$ cat config.mk
export PLATFORM = sky130hd
export DESIGN_NAME = indexed_min_heap_queue
export DESIGN_NICKNAME = d
export VERILOG_FILES = /design/src/design/imhq_pkg.sv /design/src/design/indexed_min_heap_queue.sv /design/src/design/imhq_front.sv /design/src/design/imhq_back.sv
export SDC_FILE = /design/constraint.sdc
export NUM_CORES = 2
export LEC_CHECK = 0
export BUFFER_PORTS_ARGS = -buffer_cell sky130_fd_sc_hd__buf_2
export CELL_PAD_IN_SITES_DETAIL_PLACEMENT = 1
export CELL_PAD_IN_SITES_GLOBAL_PLACEMENT = 1
export CORE_MARGIN = 4
export CORE_UTILIZATION = 25
export CTS_CLUSTER_DIAMETER = 60
export DETAILED_ROUTE_END_ITERATION = 10
export GPL_TIMING_DRIVEN = 0
export HOLD_SLACK_MARGIN = 0.06
export PLACE_DENSITY_LB_ADDON = 0.1
export SETUP_SLACK_MARGIN = 0.3
export SKIP_LAST_GASP = 1
export SLEW_MARGIN = 10
export SYNTH_ARGS = -nofsm -noshare
export SYNTH_HDL_FRONTEND = slang
export SYNTH_HIERARCHICAL = 1
export SYNTH_SLANG_ARGS = --single-unit
$ cat constraint.sdc
create_clock -name clk_i -period 12.5 [get_ports clk_i]
set_clock_uncertainty 0.1 [all_clocks]
set_input_delay 0.625 -clock clk_i [delete_from_list [all_inputs] [get_ports clk_i]]
set_output_delay 0.625 -clock clk_i [all_outputs]
set_load 0.005 [all_outputs]
$ cat src/design/imhq_pkg.sv
package imhq_pkg;

  // field widths of the stream items
  localparam int unsigned ActW    = 2;
  localparam int unsigned KeyPW   = 32;
  localparam int unsigned HdPW    = 6;
  localparam int unsigned StatW   = 3;
  localparam int unsigned CntPW   = 7;
  localparam int unsigned LimW    = 7;
  localparam int unsigned InDataW  = 40;
  localparam int unsigned OutDataW = 48;

  // operation codes on the input stream
  typedef enum logic [ActW-1:0] {
    ACT_ENQ    = 2'd0,
    ACT_DEQ    = 2'd1,
    ACT_DEC    = 2'd2,
    ACT_IGNORE = 2'd3
  } act_e;

  // result status codes
  typedef enum logic [StatW-1:0] {
    ST_OK      = 3'd0,
    ST_FULL    = 3'd1,
    ST_EMPTY   = 3'd2,
    ST_DEAD    = 3'd3,
    ST_KEY_INC = 3'd4
  } status_e;

  // decoded command handed from front to back
  typedef struct packed {
    act_e              act;
    logic [KeyPW-1:0]  key;
    logic [HdPW-1:0]   hd;
  } cmd_t;

  // result beat handed from back to the output stream
  typedef struct packed {
    logic [CntPW-1:0]  cnt;
    logic [HdPW-1:0]   hd;
    logic [KeyPW-1:0]  key;
    status_e           status;
  } res_t;

endpackage

$ cat src/design/indexed_min_heap_queue.sv
// Indexed binary min-heap priority queue. Each input beat carries one
// operation (enqueue, dequeue minimum, decrease key, or an ignored code) and
// yields exactly one result beat with status, key, handle and the entry count
// afterwards. Enqueue hands out the lowest free handle. A two-entry command
// queue takes beats while the heap engine works; the engine runs one operation
// at a time. An operation that is refused or ignored goes straight to the
// result; a decrease first reads the entry's position and key and is refused
// if the new key is larger. Enqueue climbs the new entry up from the last
// slot, and an accepted decrease climbs the entry up from its slot. Dequeue
// returns the root; unless that empties the heap, the last entry moves to the
// root and sinks toward a leaf. Each level costs one registered read of the
// heap memory and one compare. A finished result can wait on m_axis_tready,
// and the engine holds until the output register is free. The user must write
// the capacity limit through cfg_we_i only while idle; the block does not enforce it.
module indexed_min_heap_queue
  import imhq_pkg::*;
#(
  parameter int unsigned CAPACITY  = 64,
  parameter int unsigned KEY_WIDTH = 32
) (
  input  logic                clk_i,
  input  logic                rst_ni,
  input  logic                s_axis_tvalid,
  output logic                s_axis_tready,
  // action[1:0], key[33:2], handle[39:34]
  input  logic [InDataW-1:0]  s_axis_tdata,
  output logic                m_axis_tvalid,
  input  logic                m_axis_tready,
  // status[2:0], key_out[34:3], handle_out[40:35], count[47:41]
  output logic [OutDataW-1:0] m_axis_tdata,
  input  logic                cfg_we_i,
  input  logic [LimW-1:0]     cfg_wdata_i
);

  localparam int unsigned IW    = $clog2(CAPACITY);
  localparam int unsigned CNT_W = $clog2(CAPACITY + 1);
  localparam int unsigned LW    = (CNT_W > LimW) ? CNT_W : LimW;

  logic [LimW-1:0]  lim_q;
  logic [LW-1:0]    lim_w, lim_c;
  logic [CNT_W-1:0] limit;
  logic             cmd_valid, cmd_ready;
  cmd_t             cmd;
  res_t             res;

  // capacity limit register
  always_ff @(posedge clk_i or negedge rst_ni) begin
    if (!rst_ni) begin
      lim_q <= LimW'(64);
    end else if (cfg_we_i) begin
      lim_q <= cfg_wdata_i;
    end
  end

  // clamp limit into one to capacity
  always_comb begin
    lim_w = LW'(lim_q);
    if (lim_w == '0) begin
      lim_c = LW'(1);
    end else if (lim_w > LW'(CAPACITY)) begin
      lim_c = LW'(CAPACITY);
    end else begin
      lim_c = lim_w;
    end
  end
  assign limit = CNT_W'(lim_c);

  imhq_front u_front (
    .clk_i         (clk_i),
    .rst_ni        (rst_ni),
    .s_axis_tvalid (s_axis_tvalid),
    .s_axis_tready (s_axis_tready),
    .s_axis_tdata  (s_axis_tdata),
    .cmd_valid_o   (cmd_valid),
    .cmd_o         (cmd),
    .cmd_ready_i   (cmd_ready)
  );

  imhq_back #(
    .CAPACITY  (CAPACITY),
    .KEY_WIDTH (KEY_WIDTH),
    .IW        (IW),
    .CNT_W     (CNT_W)
  ) u_back (
    .clk_i       (clk_i),
    .rst_ni      (rst_ni),
    .cmd_valid_i (cmd_valid),
    .cmd_i       (cmd),
    .cmd_ready_o (cmd_ready),
    .limit_i     (limit),
    .res_valid_o (m_axis_tvalid),
    .res_ready_i (m_axis_tready),
    .res_o       (res)
  );

  // pack the result beat
  assign m_axis_tdata = {res.cnt, res.hd, res.key, res.status};

endmodule

$ cat src/design/imhq_front.sv
module imhq_front
  import imhq_pkg::*;
(
  input  logic               clk_i,
  input  logic               rst_ni,
  input  logic               s_axis_tvalid,
  output logic               s_axis_tready,
  input  logic [InDataW-1:0] s_axis_tdata,
  output logic               cmd_valid_o,
  output cmd_t               cmd_o,
  input  logic               cmd_ready_i
);

  cmd_t       fifo_q [2];
  logic       wp_q, rp_q;
  logic [1:0] fill_q;
  logic       push, pop;
  cmd_t       dec;

  // decode an input beat into a command
  always_comb begin
    dec.act = act_e'(s_axis_tdata[1:0]);
    dec.key = s_axis_tdata[33:2];
    dec.hd  = s_axis_tdata[39:34];
  end

  assign s_axis_tready = (fill_q != 2'd2);
  assign push          = s_axis_tvalid && s_axis_tready;
  assign cmd_valid_o   = (fill_q != 2'd0);
  assign pop           = cmd_valid_o && cmd_ready_i;
  assign cmd_o         = fifo_q[rp_q];

  // two-entry command queue storage
  always_ff @(posedge clk_i) begin
    if (push) begin
      fifo_q[wp_q] <= dec;
    end
  end

  // queue pointers and fill level
  always_ff @(posedge clk_i or negedge rst_ni) begin
    if (!rst_ni) begin
      wp_q   <= 1'b0;
      rp_q   <= 1'b0;
      fill_q <= 2'd0;
    end else begin
      if (push) begin
        wp_q <= ~wp_q;
      end
      if (pop) begin
        rp_q <= ~rp_q;
      end
      if (push && !pop) begin
        fill_q <= fill_q + 2'd1;
      end else if (pop && !push) begin
        fill_q <= fill_q - 2'd1;
      end
    end
  end

endmodule

$ cat src/design/imhq_back.sv
module imhq_back
  import imhq_pkg::*;
#(
  parameter int unsigned CAPACITY  = 64,
  parameter int unsigned KEY_WIDTH = 32,
  parameter int unsigned IW        = $clog2(CAPACITY),
  parameter int unsigned CNT_W     = $clog2(CAPACITY + 1)
) (
  input  logic             clk_i,
  input  logic             rst_ni,
  input  logic             cmd_valid_i,
  input  cmd_t             cmd_i,
  output logic             cmd_ready_o,
  input  logic [CNT_W-1:0] limit_i,
  output logic             res_valid_o,
  input  logic             res_ready_i,
  output res_t             res_o
);

  localparam int unsigned XW = IW + 2;

  localparam logic [3:0] S_IDLE   = 4'd0;
  localparam logic [3:0] S_DQ_RD  = 4'd1;
  localparam logic [3:0] S_DN     = 4'd2;
  localparam logic [3:0] S_DN_CMP = 4'd3;
  localparam logic [3:0] S_UP     = 4'd4;
  localparam logic [3:0] S_UP_CMP = 4'd5;
  localparam logic [3:0] S_DC_P   = 4'd6;
  localparam logic [3:0] S_DC_K   = 4'd7;
  localparam logic [3:0] S_FIN    = 4'd8;

  typedef struct packed {
    logic [KEY_WIDTH-1:0] key;
    logic [IW-1:0]        hd;
  } ent_t;

  // heap slots and handle positions
  ent_t          hmem [CAPACITY];
  logic [IW-1:0] pmem [CAPACITY];

  logic [3:0]          st_q, st_d;
  logic [IW-1:0]       idx_q, idx_d;
  ent_t                cur_q, cur_d;
  logic [CNT_W-1:0]    cnt_q, cnt_d;
  logic [CAPACITY-1:0] live_q, live_d;
  cmd_t                cmd_q, cmd_d;
  status_e             rst_q, rst_d;
  logic [KeyPW-1:0]    rkey_q, rkey_d;
  logic [HdPW-1:0]     rhd_q, rhd_d;
  logic                ov_q, ov_d;
  res_t                out_q, out_d;

  logic [IW-1:0]  ra0, ra1, pra;
  ent_t           rd0_q, rd1_q;
  logic [IW-1:0]  prd_q;
  logic           hwe, pwe;
  logic [IW-1:0]  hwa, pwa;
  ent_t           hwd;
  logic [IW-1:0]  pwd;

  logic [IW-1:0]        free_h;
  logic [KEY_WIDTH-1:0] kin;
  logic [IW:0]          lch, rch;
  logic [IW-1:0]        par;
  logic                 use_r;
  ent_t                 chd;
  logic                 fin_go;

  // lowest free handle
  always_comb begin
    free_h = IW'(CAPACITY - 1);
    for (int i = CAPACITY - 1; i >= 0; i--) begin
      if (!live_q[i]) begin
        free_h = IW'(i);
      end
    end
  end

  assign kin    = KEY_WIDTH'(cmd_q.key);
  assign lch    = {idx_q, 1'b1};
  assign rch    = lch + (IW+1)'(1);
  assign par    = (idx_q - IW'(1)) >> 1;
  assign use_r  = (XW'(rch) < XW'(cnt_q)) && (rd0_q.key >= rd1_q.key);
  assign chd    = use_r ? rd1_q : rd0_q;
  assign fin_go = (st_q == S_FIN) && (!ov_q || res_ready_i);

  assign cmd_ready_o = (st_q == S_IDLE);
  assign res_valid_o = ov_q;
  assign res_o       = out_q;

  // sequencer for one operation at a time
  always_comb begin
    st_d   = st_q;
    idx_d  = idx_q;
    cur_d  = cur_q;
    cnt_d  = cnt_q;
    live_d = live_q;
    cmd_d  = cmd_q;
    rst_d  = rst_q;
    rkey_d = rkey_q;
    rhd_d  = rhd_q;
    ra0    = idx_q;
    ra1    = idx_q;
    pra    = IW'(cmd_i.hd);
    hwe    = 1'b0;
    hwa    = idx_q;
    hwd    = cur_q;
    pwe    = 1'b0;
    pwa    = cur_q.hd;
    pwd    = idx_q;
    case (st_q)
      S_IDLE: begin
        ra0 = '0;
        ra1 = IW'(cnt_q - CNT_W'(1));
        if (cmd_valid_i) begin
          cmd_d  = cmd_i;
          rst_d  = ST_OK;
          rkey_d = KeyPW'(KEY_WIDTH'(cmd_i.key));
          rhd_d  = '0;
          st_d   = S_FIN;
          case (cmd_i.act)
            ACT_ENQ: begin
              if (cnt_q >= limit_i) begin
                rst_d = ST_FULL;
              end else begin
                live_d[free_h] = 1'b1;
                cur_d.key      = KEY_WIDTH'(cmd_i.key);
                cur_d.hd       = free_h;
                idx_d          = IW'(cnt_q);
                cnt_d          = cnt_q + CNT_W'(1);
                rhd_d          = HdPW'(free_h);
                st_d           = S_UP;
              end
            end
            ACT_DEQ: begin
              if (cnt_q == '0) begin
                rst_d  = ST_EMPTY;
                rkey_d = '0;
              end else begin
                st_d = S_DQ_RD;
              end
            end
            ACT_DEC: begin
              rhd_d = cmd_i.hd;
              if ((32'(cmd_i.hd) >= 32'(CAPACITY)) || !live_q[IW'(cmd_i.hd)]) begin
                rst_d = ST_DEAD;
              end else begin
                st_d = S_DC_P;
              end
            end
            default: begin
              st_d = S_FIN;
            end
          endcase
        end
      end
      S_DQ_RD: begin
        rkey_d            = KeyPW'(rd0_q.key);
        rhd_d             = HdPW'(rd0_q.hd);
        live_d[rd0_q.hd]  = 1'b0;
        cnt_d             = cnt_q - CNT_W'(1);
        cur_d             = rd1_q;
        idx_d             = '0;
        st_d              = (cnt_q == CNT_W'(1)) ? S_FIN : S_DN;
      end
      S_DN: begin
        ra0 = lch[IW-1:0];
        ra1 = rch[IW-1:0];
        if (XW'(lch) >= XW'(cnt_q)) begin
          hwe  = 1'b1;
          pwe  = 1'b1;
          st_d = S_FIN;
        end else begin
          st_d = S_DN_CMP;
        end
      end
      S_DN_CMP: begin
        hwe = 1'b1;
        pwe = 1'b1;
        if (cur_q.key > chd.key) begin
          hwd   = chd;
          pwa   = chd.hd;
          idx_d = use_r ? rch[IW-1:0] : lch[IW-1:0];
          st_d  = S_DN;
        end else begin
          st_d = S_FIN;
        end
      end
      S_UP: begin
        ra0 = par;
        if (idx_q == '0) begin
          hwe  = 1'b1;
          pwe  = 1'b1;
          st_d = S_FIN;
        end else begin
          st_d = S_UP_CMP;
        end
      end
      S_UP_CMP: begin
        hwe = 1'b1;
        pwe = 1'b1;
        if (cur_q.key < rd0_q.key) begin
          hwd   = rd0_q;
          pwa   = rd0_q.hd;
          idx_d = par;
          st_d  = S_UP;
        end else begin
          st_d = S_FIN;
        end
      end
      S_DC_P: begin
        ra0   = prd_q;
        idx_d = prd_q;
        if (XW'(prd_q) >= XW'(cnt_q)) begin
          rst_d = ST_DEAD;
          st_d  = S_FIN;
        end else begin
          st_d = S_DC_K;
        end
      end
      S_DC_K: begin
        if (kin > rd0_q.key) begin
          rst_d = ST_KEY_INC;
          st_d  = S_FIN;
        end else begin
          cur_d.key = kin;
          cur_d.hd  = rd0_q.hd;
          st_d      = S_UP;
        end
      end
      S_FIN: begin
        if (fin_go) begin
          st_d = S_IDLE;
        end
      end
      default: begin
        st_d = S_IDLE;
      end
    endcase
  end

  // output register in front of the result stream
  always_comb begin
    ov_d  = ov_q;
    out_d = out_q;
    if (fin_go) begin
      ov_d         = 1'b1;
      out_d.status = rst_q;
      out_d.key    = rkey_q;
      out_d.hd     = rhd_q;
      out_d.cnt    = CntPW'(cnt_q);
    end else if (res_ready_i) begin
      ov_d = 1'b0;
    end
  end

  // heap and position memories, registered reads
  always_ff @(posedge clk_i) begin
    if (hwe) begin
      hmem[hwa] <= hwd;
    end
    if (pwe) begin
      pmem[pwa] <= pwd;
    end
    rd0_q <= hmem[ra0];
    rd1_q <= hmem[ra1];
    prd_q <= pmem[pra];
  end

  // payload registers
  always_ff @(posedge clk_i) begin
    idx_q  <= idx_d;
    cur_q  <= cur_d;
    cmd_q  <= cmd_d;
    rst_q  <= rst_d;
    rkey_q <= rkey_d;
    rhd_q  <= rhd_d;
    out_q  <= out_d;
  end

  // control registers
  always_ff @(posedge clk_i or negedge rst_ni) begin
    if (!rst_ni) begin
      st_q   <= S_IDLE;
      cnt_q  <= '0;
      live_q <= '0;
      ov_q   <= 1'b0;
    end else begin
      st_q   <= st_d;
      cnt_q  <= cnt_d;
      live_q <= live_d;
      ov_q   <= ov_d;
    end
  end

`ifndef ASSERT_OFF
  a_cnt_range: assert property (@(posedge clk_i) disable iff (!rst_ni)
    cnt_q <= CNT_W'(CAPACITY))
    else $error("entry count above capacity");

  a_live_cnt: assert property (@(posedge clk_i) disable iff (!rst_ni)
    $countones(live_q) == int'(cnt_q))
    else $error("live handles disagree with entry count");

  a_fin_idle: assert property (@(posedge clk_i) disable iff (!rst_ni)
    fin_go |=> (st_q == S_IDLE) && ov_q)
    else $error("result not handed to output register");

  a_cmd_idle: assert property (@(posedge clk_i) disable iff (!rst_ni)
    (st_q != S_IDLE) |-> !cmd_ready_o)
    else $error("command taken while busy");
`endif

endmodule

==> impl_metrics.prom <==
# TYPE chip_impl_metric gauge
chip_impl_metric{name="synth_cell_type_count",unit=""} 86
chip_impl_metric{name="timing.setup.tns",unit="ns"} 0
chip_impl_metric{name="dpl_cell_area",unit="um^2"} 173000
chip_impl_metric{name="postCtsResizedCells",unit=""} 0
chip_impl_info{name="outcome",value="finished, violations left"} 1
chip_impl_metric{name="layout.filler_cells",unit=""} 65600
chip_impl_metric{name="htree_levels",unit=""} 5
chip_impl_metric{name="grt_use_total",unit="%"} 32.3
chip_impl_metric{name="drtIter0Drc",unit=""} 20900
chip_impl_metric{name="timing.slew.headroom",unit="%"} -3.16
chip_impl_metric{name="portion_of_the_clock_cycle_consumed_by_the_worst_path_in_the_final_layout",unit="%"} 88.3
chip_impl_metric{name="cp_max_fo",unit=""} 44
chip_impl_metric{name="initial_antenna_violation_count",unit=""} 192
chip_impl_metric{name="via_count_of_the_first_global_routing_pass",unit=""} 125000
chip_impl_metric{name="cts_buffer_depth",unit=""} 4
chip_impl_metric{name="grt_first_pass_wirelength",unit="um"} 1320000
chip_impl_metric{name="synth_enable_flop_cells",unit=""} 3061
chip_impl_info{name="tritoncts",value="yes"} 1
chip_impl_info{name="critPathLaunchType",value="flop"} 1
chip_impl_metric{name="async_flop_share",unit="%"} 2.69
chip_impl_metric{name="fp.dieW",unit="um"} 789
chip_impl_metric{name="reg2reg_depth",unit=""} 27
chip_impl_metric{name="ys.warnings.count",unit=""} 6
chip_impl_metric{name="final_cell_area",unit="um^2"} 189000
chip_impl_info{name="ys.flop_type",value="sky130_fd_sc_hd__edfxtp_1"} 1
chip_impl_metric{name="drive_gt1_share",unit="%"} 17.3
chip_impl_metric{name="seq_total_area_yosys",unit="%"} 62.8
chip_impl_metric{name="place.gp.congestion",unit=""} 1.04
chip_impl_metric{name="clock_latency",unit="ns"} 1.13
chip_impl_metric{name="wirelength",unit="um"} 1040000
chip_impl_metric{name="timing_max_transition_violations_final",unit=""} 26
chip_impl_metric{name="register_area",unit="um^2"} 95700
chip_impl_metric{name="cts_buffers",unit=""} 444
chip_impl_metric{name="1st_pass_router_iterations",unit=""} 9
chip_impl_info{name="r2r_start",value="u_back/hwa[3]$_DFFE_PP_"} 1
chip_impl_info{name="worst_setup_path_start",value="u_back/hwa[3]$_DFFE_PP_"} 1
chip_impl_info{name="violations_in_the_final_reports",value="max-capacitance violations, max-slew violations"} 1
chip_impl_metric{name="post_cts_buffers",unit=""} 0
chip_impl_metric{name="timing.final.hold_violations",unit=""} 0
chip_impl_metric{name="io-pin-count",unit=""} 102
chip_impl_metric{name="synth_cells",unit=""} 12700
chip_impl_metric{name="reg2reg_setup_slack",unit="ns"} 1.47
chip_impl_metric{name="die_height",unit="um"} 789
chip_impl_metric{name="netlist_area",unit="um^2"} 152000
chip_impl_metric{name="routed_via_density",unit=""} 5.86
chip_impl_metric{name="clk_pin_slew",unit="ns"} 0.06
chip_impl_metric{name="effective_utilization_at_floorplan",unit="%"} 25.1
chip_impl_metric{name="postSynthRegisterBits",unit=""} 3230
chip_impl_info{name="clock-root-buffer",value="sky130_fd_sc_hd__clkbuf_16"} 1
chip_impl_metric{name="cts.hold.buffers_added",unit=""} 59
chip_impl_metric{name="setup_viol",unit=""} 0
chip_impl_metric{name="drc",unit=""} 0
chip_impl_info{name="worst_r2r_endpoint",value="u_back/pmem[20][3]$_DFFE_PP_"} 1
chip_impl_metric{name="vias",unit=""} 131000
chip_impl_metric{name="number_of_placement_rows",unit=""} 286
chip_impl_metric{name="layout.nets",unit=""} 14000
chip_impl_metric{name="floorplan.die_area",unit="um^2"} 622000
chip_impl_metric{name="route.antenna.remaining_nets",unit=""} 0
chip_impl_info{name="crit_type",value="flop to flop"} 1
chip_impl_metric{name="clock_sink_count",unit=""} 3230
chip_impl_info{name="grt_setup_unrepaired",value="false"} 1
chip_impl_metric{name="final.min_clock_period",unit="ns"} 11.03
chip_impl_metric{name="dp_hpwl",unit="um"} 797000
chip_impl_metric{name="grt_start_max_net_pins",unit=""} 49
chip_impl_metric{name="critPathArrivalTime",unit="ns"} 11.61
chip_impl_metric{name="synth_area_per_cell",unit="um^2"} 12.0
chip_impl_metric{name="layout.core_utilization",unit="%"} 31.1
chip_impl_metric{name="multi_input_area",unit="um^2"} 53800
chip_impl_metric{name="max_cap_viol_count",unit=""} 5
chip_impl_metric{name="overflow",unit=""} 0
chip_impl_metric{name="max_clock_freq",unit="MHz"} 90.6
chip_impl_metric{name="place.port_buffers",unit=""} 100
chip_impl_info{name="timing.critical_path.to",value="u_back/pmem[20][3]$_DFFE_PP_"} 1
chip_impl_metric{name="cp_data_required_time",unit="ns"} 13.08
chip_impl_metric{name="worstMarginPinSlew",unit="ns"} 1.55
chip_impl_metric{name="floorplan.core_area",unit="um^2"} 607000
chip_impl_info{name="hold_path_class",value="input port to flop"} 1
chip_impl_metric{name="routedWlPerCell",unit="um"} 46.6
chip_impl_info{name="timing.critical_path.to_type",value="flop"} 1
chip_impl_metric{name="postSynthNetCount",unit=""} 12900
chip_impl_metric{name="syn_to_final_growth",unit="%"} 24.0
## worst max-delay path: stages (launching register included)
cell and delay [ns]:
sky130_fd_sc_hd__edfxtp_1 0.80, sky130_fd_sc_hd__clkbuf_1 0.42, sky130_fd_sc_hd__buf_1 1.06, sky130_fd_sc_hd__nand2_1 0.10, sky130_fd_sc_hd__nor2_1 0.16, sky130_fd_sc_hd__xnor2_1 0.09
sky130_fd_sc_hd__ha_1 0.31, sky130_fd_sc_hd__o21ai_0 0.08, sky130_fd_sc_hd__a21oi_1 0.25, sky130_fd_sc_hd__nor3_1 0.10, sky130_fd_sc_hd__a22oi_1 0.62, sky130_fd_sc_hd__clkbuf_1 0.57
sky130_fd_sc_hd__clkbuf_1 0.43, sky130_fd_sc_hd__nor2_1 0.08, sky130_fd_sc_hd__a21oi_1 0.35, sky130_fd_sc_hd__ha_1 0.33, sky130_fd_sc_hd__a21o_1 0.18, sky130_fd_sc_hd__a2111oi_0 0.51
sky130_fd_sc_hd__o221a_1 0.27, sky130_fd_sc_hd__o22ai_1 0.10, sky130_fd_sc_hd__o21bai_2 0.50, sky130_fd_sc_hd__nor3_1 0.21, sky130_fd_sc_hd__a221o_1 0.41, sky130_fd_sc_hd__clkbuf_4 0.49
sky130_fd_sc_hd__buf_16 0.36, sky130_fd_sc_hd__or4b_4 0.57, sky130_fd_sc_hd__buf_6 0.16, sky130_fd_sc_hd__nor3_1 0.97
## registers in the layout, summed over array words and instances (netlist names), 7 cells and up
signal,flops
u_back/res_o,48
u_back/rd1_q,38
u_back/rd0_q,38
u_back/pmem,384
u_back/rkey_q,32
u_front/fifo_q,80
u_back/cur_q,38
u_back/kin,32
u_back/live_q,64
u_back/cnt_q,7
lim_q,7
u_back/hmem,2432
## through the flow
| stage | hold slack (ns) | instances | worst slack, ns |
|---|---|---|---|
| 2_1_floorplan | 0.229 | 12700 | 3.66 |
| 4_1_cts | 0.112 | 22200 | 1.45 |
| 3_3_place_gp | 0.311 | 20900 | -10.95 |
| 6_report | 0.188 | 22300 | 1.47 |
| 3_5_place_dp | 0.306 | 21300 | 1.46 |
| 5_1_grt | 0.156 | 22300 | 1.05 |
## metal layers
layer	share of wire, %	GRT usage, %
met1	40	41.9
met2	41	46.5
met3	11	10.2
met4	7.8	20.4
met5	0.039	0.0616
## cells in the final DEF (no fill, tap or decap), drive strengths merged, types with 34 or more instances in the layout
| master | instances |
|---|---|
| nand2 | 3674 |
| edfxtp | 3061 |
| nand3 | 1458 |
| clkbuf | 1236 |
| buf | 835 |
| mux4 | 568 |
| o21ai | 394 |
| nor2 | 387 |
| and3 | 317 |
| a21oi | 211 |
| clkinv | 166 |
| inv | 163 |
| ha | 159 |
| a311o | 156 |
| a311oi | 150 |
| a221oi | 113 |
| a31oi | 108 |
| a22oi | 101 |
| nand4 | 100 |
| dfrtp | 86 |
| nor3 | 86 |
| dfxtp | 82 |
| diode | 75 |
| dlygate4sd3 | 59 |
| mux2 | 51 |
| a211oi | 46 |
| bufinv | 45 |
| o22ai | 40 |
| clkinvlp | 34 |
## layout make-up
type                    instances  area share, %
flip-flops and latches       3230           50.7
multi-input cells            8417           28.5
clock buffers                 537           6.23
well taps                    8064           5.34
repair buffers                654           5.17
plain buffers                 939           2.14
clock inverters               294           1.64
inverters                     114          0.229
diodes                         75         0.0993
## worst min-delay path by stage
stage,end,cells past startpoint,startpoint,slack (ns)
floorplan,lim_q[0]$_DFFE_PN0P_,0,rst_ni,0.23
global placement,u_back/res_o[15]$_DFFE_PP_,0,u_back/rkey_q[12]$_DFFE_PP_,0.31
detailed placement,u_back/res_o[23]$_DFFE_PP_,0,u_back/rkey_q[20]$_DFFE_PP_,0.31
CTS,u_front/fifo_q[0][34]$_DFFE_PP_,2,s_axis_tdata[30],0.11
global route,u_front/fifo_q[1][34]$_DFFE_PP_,2,s_axis_tdata[30],0.16
finish,u_front/fifo_q[1][19]$_DFFE_PP_,2,s_axis_tdata[15],0.19
## kinds of logic (layout without fill, tap and decap cells)
kind of cell / Yosys count / in the layout / synth area share (%)
mux: 631 / 631 / 8.95
compound gates: 1476 / 1476 / 6.76
flops: 3230 / 3230 / 62.8
fa+ha+maj: 159 / 159 / 1.31
simple gates: 6124 / 6124 / 17.3
buf+inv: 1053 / 2538 / 2.75
other cells: 0 / 75 / 0
xor+xnor: 27 / 27 / 0.155
## Yosys cell counts (12+ instances only)
master,number,area [um^2]
sky130_fd_sc_hd__a21oi_1,210,1050
sky130_fd_sc_hd__nand2b_1,17,106
sky130_fd_sc_hd__dfrtp_1,86,2150
sky130_fd_sc_hd__nor2_1,387,1450
sky130_fd_sc_hd__nand2_1,3674,13800
sky130_fd_sc_hd__mux2i_1,12,120
sky130_fd_sc_hd__mux2_2,12,135
sky130_fd_sc_hd__a211oi_1,45,338
sky130_fd_sc_hd__xnor2_1,20,175
sky130_fd_sc_hd__clkbuf_1,692,2600
sky130_fd_sc_hd__buf_2,115,576
sky130_fd_sc_hd__nor3_1,82,410
sky130_fd_sc_hd__nor2b_1,13,81.3
sky130_fd_sc_hd__a31oi_1,108,676
sky130_fd_sc_hd__nand4_1,100,626
sky130_fd_sc_hd__o21ai_0,385,1930
sky130_fd_sc_hd__a221oi_1,111,972
sky130_fd_sc_hd__dfxtp_1,82,1640
sky130_fd_sc_hd__or3_1,14,87.6
sky130_fd_sc_hd__o211ai_1,15,113
sky130_fd_sc_hd__mux2_4,39,586
sky130_fd_sc_hd__a22o_1,30,263
sky130_fd_sc_hd__ha_1,159,1990
sky130_fd_sc_hd__and3_1,317,1980
sky130_fd_sc_hd__a22oi_1,101,758
sky130_fd_sc_hd__o22ai_1,40,250
sky130_fd_sc_hd__edfxtp_1,3061,91900
sky130_fd_sc_hd__a21o_1,31,233
sky130_fd_sc_hd__a311oi_1,150,1310
sky130_fd_sc_hd__a311o_1,156,1560
sky130_fd_sc_hd__inv_1,111,417
sky130_fd_sc_hd__buf_1,125,469
sky130_fd_sc_hd__mux4_2,568,12800
sky130_fd_sc_hd__nand3_1,1458,7300
Power is left out: the tool's default activity adds up to more than one toggle a clock period on the data nets, which glitch-free logic cannot reach.
